$ cat src/rtl/core/oaht_pkg.sv
// Package for the open-address hash table: payload structs, slot tag layout,
// operation, slot-kind and status codes. No dependencies.
package oaht_pkg;

   localparam int unsigned KEY_W   = 32;
   localparam int unsigned HASH_W  = 32;
   localparam int unsigned VALUE_W = 64;
   localparam int unsigned FILL_W  = 9;

   localparam logic [FILL_W-1:0] MAX_FILL_RESET = 9'd192;

   // Operation codes.
   localparam logic [1:0] OP_GET    = 2'd0;
   localparam logic [1:0] OP_SET    = 2'd1;
   localparam logic [1:0] OP_DELETE = 2'd2;
   localparam logic [1:0] OP_UNUSED = 2'd3;

   // Slot kinds.
   localparam logic [1:0] KIND_EMPTY = 2'd0;
   localparam logic [1:0] KIND_USED  = 2'd1;
   localparam logic [1:0] KIND_TOMB  = 2'd2;

   // Result status codes.
   localparam logic [1:0] STATUS_OK      = 2'd0;
   localparam logic [1:0] STATUS_MISSING = 2'd1;
   localparam logic [1:0] STATUS_FULL    = 2'd2;

   typedef struct packed {
      logic [1:0]         opcode;
      logic [KEY_W-1:0]   key_id;
      logic [HASH_W-1:0]  key_hash;
      logic [VALUE_W-1:0] new_value;
   } req_type;

   typedef struct packed {
      logic [1:0]         status;
      logic               was_new;
      logic [VALUE_W-1:0] read_value;
   } rsp_type;

   // One slot's kind and key, stored together in the tag memory.
   typedef struct packed {
      logic [1:0]       kind;
      logic [KEY_W-1:0] key;
   } tag_type;

   typedef struct packed {
      logic tag_en;
      logic value_en;
   } mem_wr_type;

   typedef struct packed {
      logic is_empty;
      logic is_tomb;
      logic is_hit;
      logic is_last;
   } verdict_type;

endpackage

$ cat src/rtl/core/oaht_probe.sv
// Probe unit: classifies one slot against the search key and steps the
// probe index with wrap. Depends on oaht_pkg.
module oaht_probe #(
   parameter int unsigned ADDR_W = 8
) (
   input  oaht_pkg::tag_type          tag,
   input  logic [oaht_pkg::KEY_W-1:0] key,
   input  logic [ADDR_W-1:0]          idx,
   input  logic [ADDR_W-1:0]          count,
   output oaht_pkg::verdict_type      verdict,
   output logic [ADDR_W-1:0]          next_idx
);
   import oaht_pkg::*;

   always_comb begin
      verdict.is_empty = (tag.kind == KIND_EMPTY);
      verdict.is_tomb  = (tag.kind == KIND_TOMB);
      verdict.is_hit   = (tag.kind == KIND_USED) && (tag.key == key);
      // The last slot of a full lap has been reached.
      verdict.is_last  = (count == {ADDR_W{1'b1}});
   end

   // Wrap comes for free from the index width.
   assign next_idx = idx + {{(ADDR_W-1){1'b0}}, 1'b1};

endmodule

$ cat config.mk
export PLATFORM = sky130hd
export DESIGN_NAME = oaht_probe
export DESIGN_NICKNAME = d
export VERILOG_FILES = /design/src/rtl/core/oaht_pkg.sv /design/src/rtl/core/oaht_probe.sv
export SDC_FILE = /design/constraint.sdc
export NUM_CORES = 1
export LEC_CHECK = 0
export BUFFER_PORTS_ARGS = -buffer_cell sky130_fd_sc_hd__buf_2
export CAP_MARGIN = 20
export CORE_MARGIN = 4
export CORE_UTILIZATION = 27
export DETAILED_ROUTE_END_ITERATION = 12
export PLACE_DENSITY = 0.84
export SLEW_MARGIN = 10
export SYNTH_ARGS = -nofsm -noshare
export SYNTH_HDL_FRONTEND = slang
export SYNTH_SLANG_ARGS = --single-unit
$ cat constraint.sdc
create_clock -name vclk -period 1.07
set_clock_uncertainty 0.1 [all_clocks]
set_input_delay 0 -clock vclk [all_inputs]
set_output_delay 0 -clock vclk [all_outputs]
set_load 0.005 [all_outputs]
==> results of run 1 <==
-- cell usage after synthesis --
cell type,count
xor2_1,32
nor4_1,7
xnor2_1,6
nand3_1,4
nand4_1,4
nor2_1,3
and3_1,1
ha_1,1
inv_1,1
nand2_1,1
nor2b_1,1
nor3_2,1
nor3b_1,1
-- logic make-up after synthesis --
group | count (synthesis)
adder cells (fa/ha/maj) | 1
AND/OR/NAND/NOR | 23
buffers and inverters | 1
XOR/XNOR | 38
-- critical path, stage by stage --
cell     delay, ns
buf_6         0.09
xor2_1        0.16
nor4_1        0.32
nand4_1       0.17
nor3_2        0.17
buf_2         0.14
-- per-layer routing --
metal / share of wire [%] / GRT usage, %
met5: 0 / 0
met4: 2.4 / 2.691
met1: 27 / 11.88
met3: 18 / 6.528
met2: 53 / 31.30
-- final timing paths --
check	slack, ns	start	endpoint
worst max-delay path	-0.08	tag[22]	verdict[1]
worst min-delay path	0.15	tag[33]	verdict[3]
-- power breakdown --
| part | leakage, nW | total, mW | internal [mW] | switching [mW] |
|---|---|---|---|---|
| Sequential | 0 | 0 | 0 | 0 |
| Clock | 0 | 0 | 0 | 0 |
| Combinational | 0.577 | 0.355 | 0.210 | 0.145 |
| Total | 0.577 | 0.355 | 0.210 | 0.145 |
-- per-stage QoR --
step	hold WS [ns]	instance area [um^2]	TNS, ns	setup slack [ns]
floorplan	-0.07346	483.0	0	0.2740
global placement	0.1391	984.7	-0.03329	-0.03329
detailed placement	0.1466	984.7	-0.03789	-0.03789
CTS	0.1482	984.7	-0.02859	-0.02859
global route	0.1620	1036	-0.1310	-0.1310
finish	0.1454	1036	-0.07811	-0.07811
-- cell type report --
cell class                 count  area share (%)
inverter                       1          0.3623
multi-input combinational     62           48.19
timing repair buffer          94           48.43
tap                           25           3.019
-- repair_timing --
action	in CTS	in global routing
buffers inserted	0	0
setup endpoints to repair	1	1
pin swaps	1	11
hold buffers	0	0
gates resized for setup	0	8
==> results.txt, run 1 <==
----------------------------------------------------
[Yosys]
  Fraction of synthesized area in multiplexers ... 0%
  Total of warnings raised by yosys ... 0
  Syn nets ... 146
  Sequential area share after synthesis ... 0%
  Area share of xor/xnor cells in the synthesized design ... 68.91%
  Combinational family with the most area after synthesis ... XOR/XNOR gates
  Share of the synthesized area in compound gates (AO/OA/AOI/OAI) ... 0%
  Share of synthesized cell area in full adder, half adder and majority cells ... 2.591%
  Cell type with the largest total area after synthesis ... xor2_1
  Number of instances in the synthesized netlist ... 63
  Top area cells in the synthesized netlist ... xor2_1, xnor2_1, nor4_1
  Simple logic cell fraction of the synthesized area ... 27.72%
  Count of unique library cells instantiated by Yosys ... 13
  Per-instance average area after synthesis ... 7.666 um^2
  Post-synthesis instance area ... 483.0 um^2
  Area share of the leading cell type in the synthesized netlist ... about 58%

[Die]
  Starting utilization of the core area ... 28.28%
  Count of pins on the block boundary ... 94
  Width of the die ... slightly above 50 um
  Row count ... 15
  Core Footprint ... 1708 um^2
  Die Outline Area ... 2530 um^2
  Height of the die ... 50.30 um

[Global routing]
  Total routing usage reported by global routing ... 14.70%
  First-pass GRT wire length ... slightly above 3000 um
  Pin count of the biggest net entering global routing ... 4
  Vias in the first global route ... between 800 and 900
  Antenna violations before repair ... 0
  Total grt overflow ... 0

[Outcome]
  Status ... finished with violations
  Failing checks ... negative setup slack

[Worst setup path]
  Worst EP required ... 0.97 ns
  Highest fanout seen on the critical path ... 1
  Capturing element type of the critical path ... output port
  Data arrival time of the worst path ... 1.05 ns
  Worst setup SP type ... primary input
  Worst Setup Path Type ... in -> out

[Routing]
  Total wire length after detailed routing ... roughly 2200 um
  Number of violations reported at the end of detailed-routing iteration 0 ... 5
  Post-detailed-route wirelength per cell ... 11.91 um
  Number of search-and-repair iterations in the first detailed-routing pass ... 4
  Drt drc ... 0
  Final antenna-violating net count ... 0
  Number of vias in the routed layout ... between 800 and 900
  Per-cell via count in the routed design ... around 4.5

[Timing]
  Unrepaired setup endpoints after global routing ... true
  Fin worst setup slack ... -0.07811 ns
  Worst slew margin relative to its limit ... 80.75%
  Maximum achievable frequency ... 871.0 MHz
  Worst-margin pin slew ... 0.2862 ns
  Final setup violating endpoints ... 1
  Time the worst path needs with I/O delays and setup ... 1.148 ns
  Number of hold violations in the final report ... 0
  Period utilisation layout ... 107.3%
  Number of max-slew violations in the final report ... 0

[Place]
  Count of buffers from port buffering ... 94
  Placed Instances ... 182
  Final GP Congestion ... 0.7480
  DP HPWL ... 1996 um

[Power]
  Static leakage power ... approximately 0.58 nW
  Cell Pwr Density ... 342.4 nW/um^2
  Total chip power ... 354.7 uW
  Largest voltage drop on the vdd net ... 0.0001743 V

[Finish]
  Number of sequential cells ... 0
  Number of antenna cells inserted ... 0
  Proportion of layout cells with a drive suffix above 1 ... 62.42%
  Layout Area Growth over Synthesis ... 114.5%
  Layout clock buffer count ... 0
  Most common library cell in the layout ignoring fill and taps ... buf_2
  Area used by sequential logic in the layout ... 0 um^2
  Filler instances ... 159
  Area of the multi-input gates ... 499.2 um^2
  Final cell count without fillers ... ~180
  Total number of nets in the final design ... 242
  Leading cell types in the layout, fill and taps excluded ... buf_2, xor2_1, xnor2_1
  Utilization after layout ... 60.66%

[Flow run]
  Reported max-cap violation count ... 0

[Worst hold path]
  Count of cells along the worst hold path ... 3
  Hold WC Path Type ... in -> out

----------------------------------------------------
(Power assumes the default switching activity.)
==> run 2, diff against run 1 <==
--- a/config.mk
+++ b/config.mk
@@ -7,10 +7,13 @@
 export LEC_CHECK = 0
 export BUFFER_PORTS_ARGS = -buffer_cell sky130_fd_sc_hd__buf_2
 export CAP_MARGIN = 20
+export CELL_PAD_IN_SITES_DETAIL_PLACEMENT = 0
+export CELL_PAD_IN_SITES_GLOBAL_PLACEMENT = 2
 export CORE_MARGIN = 4
-export CORE_UTILIZATION = 27
+export CORE_UTILIZATION = 10
 export DETAILED_ROUTE_END_ITERATION = 12
-export PLACE_DENSITY = 0.84
+export MAX_ROUTING_LAYER = met4
+export PLACE_DENSITY = 0.82
 export SLEW_MARGIN = 10
 export SYNTH_ARGS = -nofsm -noshare
 export SYNTH_HDL_FRONTEND = slang
==> results.txt, run 2 (synthesized netlist as in run 1, its figures left out) <==
----------------------------------------------------
[Routing]
  Total wire length after detailed routing ... 2052 um (was 2168 um)
  Number of violations reported at the end of detailed-routing iteration 0 ... 8 (was 5)
  Per-cell via count in the routed design ... 3.583 (was 4.484)
  Number of vias in the routed layout ... 756 (was 816)
  Post-detailed-route wirelength per cell ... 9.725 um (was 11.91 um)
  Final antenna-violating net count ... 0 (unchanged)
  Drt drc ... 0 (unchanged)
  Number of search-and-repair iterations in the first detailed-routing pass ... 4 (unchanged)

[Clock network]
  Hold_buf cts ... 0 (unchanged)
  Post CTS Setup Buffer Count ... 0 (unchanged)

[Timing]
  Period utilisation layout ... 102.5% (was 107.3%)
  Fin worst setup slack ... -0.02692 ns (was -0.07811 ns)
  Worst slew margin relative to its limit ... 81.98% (was 80.75%)
  Post-Route Hold Slack ... 0.1497 ns (was 0.1454 ns)
  Maximum achievable frequency ... 911.6 MHz (was 871.0 MHz)
  Final setup violating endpoints ... 1 (unchanged)
  Worst-margin pin slew ... 0.2680 ns (was 0.2862 ns)
  Number of max-slew violations in the final report ... 0 (unchanged)
  Unrepaired setup endpoints after global routing ... true (unchanged)
  Post-route setup TNS ... -0.02692 ns (was -0.07811 ns)
  Number of hold violations in the final report ... 0 (unchanged)
  Time the worst path needs with I/O delays and setup ... 1.097 ns (was 1.148 ns)

[Die]
  Row count ... 25 (was 15)
  Die Outline Area ... 6005 um^2 (was 2530 um^2)
  Width of the die ... 77.50 um (was 50.30 um)
  Core Footprint ... 4692 um^2 (was 1708 um^2)
  Height of the die ... 77.50 um (was 50.30 um)
  Starting utilization of the core area ... 10.29% (was 28.28%)
  Count of pins on the block boundary ... 94 (unchanged)

[Finish]
  Final Cell Area ... 1052 um^2 (was 1036 um^2)
  Area of the multi-input gates ... 504.2 um^2 (was 499.2 um^2)
  Total number of nets in the final design ... 242 (unchanged)
  Area used by sequential logic in the layout ... 0 um^2 (unchanged)
  Number of antenna cells inserted ... 0 (unchanged)
  Layout clock buffer count ... 0 (unchanged)
  Number of sequential cells ... 0 (unchanged)
  Most common library cell in the layout ignoring fill and taps ... buf_2 (unchanged)
  Proportion of layout cells with a drive suffix above 1 ... 63.06% (was 62.42%)
  Leading cell types in the layout, fill and taps excluded ... buf_2, xor2_1, xnor2_1 (unchanged)
  Filler instances ... 533 (was 159)
  Utilization after layout ... 22.43% (was 60.66%)
  Layout Area Growth over Synthesis ... 117.9% (was 114.5%)

[Place]
  Final GP Congestion ... 0.6212 (was 0.7480)
  DP HPWL ... 1992 um (was 1996 um)
  Count of buffers from port buffering ... 94 (unchanged)
  Area after DPL ... 1021 um^2 (was 984.7 um^2)

[Outcome]
  Failing checks ... negative setup slack (unchanged)
  Status ... finished with violations (unchanged)

[Worst setup path]
  Dominant delay contributor by cell family on the critical path ... simple AND/OR/NAND/NOR gates (unchanged)
  Cell with the most instances on the worst path ... buf_2
  Cell-by-cell trace of the critical path ... buf_2 > xor2_1 > nor4_2 > nand4_1 > nor3_2 > buf_2 (was buf_6 > xor2_1 > nor4_1 > nand4_1 > nor3_2 > buf_2)
  Data arrival time of the worst path ... 1.00 ns (was 1.05 ns)
  Worst Setup Path Type ... in -> out (unchanged)
  Slowest stage delay, CP ... 0.28 ns (was 0.32 ns)
  Worst setup SP type ... primary input (unchanged)
  Number of buffers and inverters on the critical path ... 2 (unchanged)
  Capturing element type of the critical path ... output port (unchanged)
  Highest fanout seen on the critical path ... 1 (unchanged)
  Critical-path cell with the highest stage delay ... nor4_2 (was nor4_1)
  Worst EP required ... 0.97 ns (about the same)

[Global routing]
  Vias in the first global route ... 819 (was 844)
  Total routing usage reported by global routing ... 6.042% (was 14.70%)
  Pin count of the biggest net entering global routing ... 4 (unchanged)
  Total grt overflow ... 0 (unchanged)
  First-pass GRT wire length ... 3070 um (was 3063 um)
  Antenna violations before repair ... 0 (unchanged)

[Power]
  Cell Pwr Density ... 328.9 nW/um^2 (was 342.4 nW/um^2)
  Share of total power in the clock network ... 0% (about the same)
  Combinational share of power ... 100.0% (about the same)
  Reg power frac ... 0% (about the same)
  Total chip power ... 346.1 uW (was 354.7 uW)
  Static leakage power ... 0.5685 nW (was 0.5774 nW)
  Net switching power ... 144.3 uW (was 144.7 uW)
  Switching power share of the total ... 41.71% (was 40.78%)
  Largest voltage drop on the vdd net ... 0.00008790 V (was 0.0001743 V)
  Int Pwr ... 201.7 uW (was 210.0 uW)

[Flow run]
  Reported max-cap violation count ... 0 (unchanged)

[Worst hold path]
  Sink of the worst hold path ... verdict[3] (unchanged)
  Hold WC Path Type ... in -> out (unchanged)
  Count of cells along the worst hold path ... 3 (unchanged)
  Startpoint of the most critical hold path ... tag[33] (unchanged)

----------------------------------------------------
[run 2: cell count changes in the layout (fill, tap and decap cells not counted)]
cell    before  now
buf_2       89   93
buf_6        5    1
nor4_1       5    3
nor4_2       2    4
xor2_1      31   32
xor2_2       1    0
[run 2: how the worst max path moves through the flow]
stage,startpoint,slack (ns),depth (start not counted),end
after detailed placement,key[23],-0.21,6,verdict[1]
final,key[15],-0.03,6,verdict[1]
after global routing,key[9],-0.15,6,verdict[1]
after global placement,key[26],-0.25,6,verdict[1]
after floorplan,key[25],0.27,4,verdict[1]
after CTS,key[26],-0.12,6,verdict[1]
[run 2: what timing repair did]
action | in CTS | in global routing
setup endpoints to repair | 1 | 1
pin swaps | 3 | 2
gates resized for setup | 3 | 2
[run 2: per-stage QoR]
step                      setup WS, ns  cells
final                         -0.02692    211
after global routing           -0.1515    211
after CTS                      -0.1186    211
after detailed placement       -0.2075    211
after global placement         -0.2477    211
after floorplan                 0.2740     63
[run 2: power by group through the flow]
stage	Sequential [mW]	Combinational [mW]	Clock, mW
after floorplan	0	0.120	0
after global placement	0	0.332	0
after detailed placement	0	0.336	0
after CTS	0	0.347	0
after global routing	0	0.387	0
final	0	0.346	0
[run 2: cell type report]
cell class / instances / share of cell area (%)
multi-input cells: 62 / 47.92
repair buffers: 94 / 45.30
inverters: 1 / 0.3567
well taps: 54 / 6.421
[run 2: routing by layer]
metal	share of wire [%]	GRT usage [%]	vias up	routed length, um
li1	-	-	407	-
met1	37	5.833	303	759
met2	53	13.04	46	1085
met3	10	0.9281	0	208
met4	0	0	0	0
met5	0	-	-	0
==> run 3, diff against run 2 <==
--- a/config.mk
+++ b/config.mk
@@ -13,7 +13,7 @@
 export CORE_UTILIZATION = 10
 export DETAILED_ROUTE_END_ITERATION = 12
 export MAX_ROUTING_LAYER = met4
-export PLACE_DENSITY = 0.82
+export PLACE_DENSITY = 0.87
 export SLEW_MARGIN = 10
 export SYNTH_ARGS = -nofsm -noshare
 export SYNTH_HDL_FRONTEND = slang
==> constraint.sdc (replaced) <==
create_clock -name vclk -period 1.07
set_clock_uncertainty 0.1 [all_clocks]
set_input_delay 0.0535 -clock vclk [all_inputs]
set_output_delay 0.0535 -clock vclk [all_outputs]
set_load 0.005 [all_outputs]
==> results.txt, run 3 (synthesized netlist as in run 1, its figures left out) <==
----------------------------------------------------
[Worst setup path]
  Dominant delay contributor by cell family on the critical path ... simple AND/OR/NAND/NOR gates (unchanged)
  Cell count along the critical path ... 6 (unchanged)
  Slowest stage delay, CP ... 0.30 ns (was 0.28 ns)
  Worst setup SP type ... primary input (unchanged)
  Worst EP required ... 0.92 ns (was 0.97 ns)
  Critical-path cell with the highest stage delay ... nor4_1 (was nor4_2)
  Number of buffers and inverters on the critical path ... 2 (unchanged)
  Worst Setup Path Type ... in -> out (unchanged)
  Highest fanout seen on the critical path ... 1 (unchanged)
  Data arrival time of the worst path ... 1.09 ns (was 1.00 ns)
  Capturing element type of the critical path ... output port (unchanged)
  Cell with the most instances on the worst path ... buf_2 (unchanged)
  Cell-by-cell trace of the critical path ... buf_2 > xor2_1 > nor4_1 > nand4_1 > nor3_2 > buf_2 (was buf_2 > xor2_1 > nor4_2 > nand4_1 > nor3_2 > buf_2)

[Die]
  Starting utilization of the core area ... 10.29% (unchanged)
  Count of pins on the block boundary ... 94 (unchanged)
  Die Outline Area ... 6005 um^2 (unchanged)
  Width of the die ... 77.50 um (unchanged)
  Height of the die ... 77.50 um (unchanged)
  Core Footprint ... 4692 um^2 (unchanged)
  Row count ... 25 (unchanged)

[Power]
  Static leakage power ... 0.5713 nW (was 0.5685 nW)
  Cell Pwr Density ... 325.6 nW/um^2 (was 328.9 nW/um^2)
  Largest voltage drop on the vdd net ... 0.00008316 V (was 0.00008790 V)

[Global routing]
  Vias in the first global route ... 742 (was 819)
  Total routing usage reported by global routing ... 5.619% (was 6.042%)
  First-pass GRT wire length ... 2946 um (was 3070 um)
  Antenna violations before repair ... 0 (unchanged)
  Total grt overflow ... 0 (unchanged)
  Pin count of the biggest net entering global routing ... 4 (unchanged)

[Finish]
  Total number of nets in the final design ... 242 (unchanged)
  Most common library cell in the layout ignoring fill and taps ... buf_2 (unchanged)
  Layout Area Growth over Synthesis ... 123.8% (was 117.9%)
  Layout clock buffer count ... 0 (unchanged)
  Number of antenna cells inserted ... 0 (unchanged)
  Final cell count without fillers ... 211 (unchanged)
  Area used by sequential logic in the layout ... 0 um^2 (unchanged)
  Proportion of layout cells with a drive suffix above 1 ... 64.33% (was 63.06%)
  Utilization after layout ... 23.04% (was 22.43%)
  Final Cell Area ... 1081 um^2 (was 1052 um^2)
  Leading cell types in the layout, fill and taps excluded ... buf_2, xor2_1, xnor2_1 (unchanged)
  Number of sequential cells ... 0 (unchanged)

[Timing]
  Fin worst setup slack ... -0.1771 ns (was -0.02692 ns)
  Post-Route Hold Slack ... 0.2518 ns (was 0.1497 ns)
  Number of max-slew violations in the final report ... 0 (unchanged)
  Worst slew margin relative to its limit ... 81.89% (was 81.98%)
  Final setup violating endpoints ... 1 (unchanged)
  Period utilisation layout ... 116.6% (was 102.5%)
  Worst-margin pin slew ... 0.2692 ns (was 0.2680 ns)
  Number of hold violations in the final report ... 0 (unchanged)
  Time the worst path needs with I/O delays and setup ... 1.247 ns (was 1.097 ns)
  Maximum achievable frequency ... 801.8 MHz (was 911.6 MHz)
  Unrepaired setup endpoints after global routing ... true (unchanged)

[Routing]
  Post-detailed-route wirelength per cell ... 9.109 um (was 9.725 um)
  Number of vias in the routed layout ... 763 (was 756)
  Total wire length after detailed routing ... 1922 um (was 2052 um)
  Drt drc ... 0 (unchanged)
  Number of violations reported at the end of detailed-routing iteration 0 ... 7 (was 8)
  Number of search-and-repair iterations in the first detailed-routing pass ... 2 (was 4)
  Per-cell via count in the routed design ... 3.616 (was 3.583)
  Final antenna-violating net count ... 0 (unchanged)

[Clock network]
  Post CTS Setup Buffer Count ... 0 (unchanged)

[Outcome]
  Failing checks ... negative setup slack (unchanged)
  Status ... finished with violations (unchanged)

[Flow run]
  Reported max-cap violation count ... 0 (unchanged)

[Worst hold path]
  Hold WC Path Type ... in -> out (unchanged)
  Startpoint of the most critical hold path ... tag[33] (unchanged)
  Count of cells along the worst hold path ... 3 (unchanged)
  Sink of the worst hold path ... verdict[3] (unchanged)

[Place]
  DP HPWL ... 1799 um (was 1992 um)
  DP Worst Slack ... -0.2410 ns (was -0.2075 ns)
  Final GP Congestion ... 0.6819 (was 0.6212)
  Area after DPL ... 1021 um^2 (unchanged)
  Placed Instances ... 211 (unchanged)
  Count of buffers from port buffering ... 94 (unchanged)

----------------------------------------------------
run 3: per-layer routing:
metal | share of wire (%) | wire length (um) | vias up | track usage [%]
met3 | 10 | 198 | 0 | 0.2320
met4 | 0 | 0 | 0 | 0
met5 | 0 | 0 | - | -
met1 | 40 | 761 | 308 | 7.292
met2 | 50 | 962 | 49 | 10.28
li1 | - | - | 406 | -
run 3: metrics by stage:
step                      total power, mW  TNS [ns]
after detailed placement           0.3305   -0.2455
final                              0.3520   -0.1771
after global placement             0.3281   -0.2252
after global routing               0.3967   -0.2437
after CTS                          0.3453   -0.1752
after floorplan                    0.1195         0
run 3: power breakdown:
| group | internal (mW) | total, mW | switching, mW | leakage [nW] |
|---|---|---|---|---|
| clock network | 0 | 0 | 0 | 0 |
| registers | 0 | 0 | 0 | 0 |
| logic | 0.209 | 0.352 | 0.142 | 0.571 |
| total | 0.209 | 0.352 | 0.142 | 0.571 |
run 3: layout make-up:
cell class	count	area [um^2]
fill	547	3611
inverter	1	3.754
multi-input combinational	62	518.0
tap	54	67.56
timing repair buffer	94	491.7
run 3: worst min-delay path: stages:
cell    delay (ns)
buf_2         0.10
nor2_1        0.04
buf_2         0.11
run 3: timing repair:
| item | CTS | global route |
|---|---|---|
| endpoints found under the setup margin | 2 | 3 |
| gates cloned | 0 | 0 |
| resized for setup | 5 | 6 |
| pin swaps | 4 | 7 |
| hold buffers | 0 | 0 |
| endpoints found under the hold margin | 0 | 0 |
run 3: worst max path at each step:
stage / from / to / slack (ns)
after global routing: key[10] / verdict[1] / -0.24
after floorplan: key[25] / verdict[1] / 0.17
final: key[10] / verdict[1] / -0.18
after CTS: key[18] / verdict[1] / -0.18
after detailed placement: key[23] / verdict[1] / -0.24
after global placement: key[23] / verdict[1] / -0.23
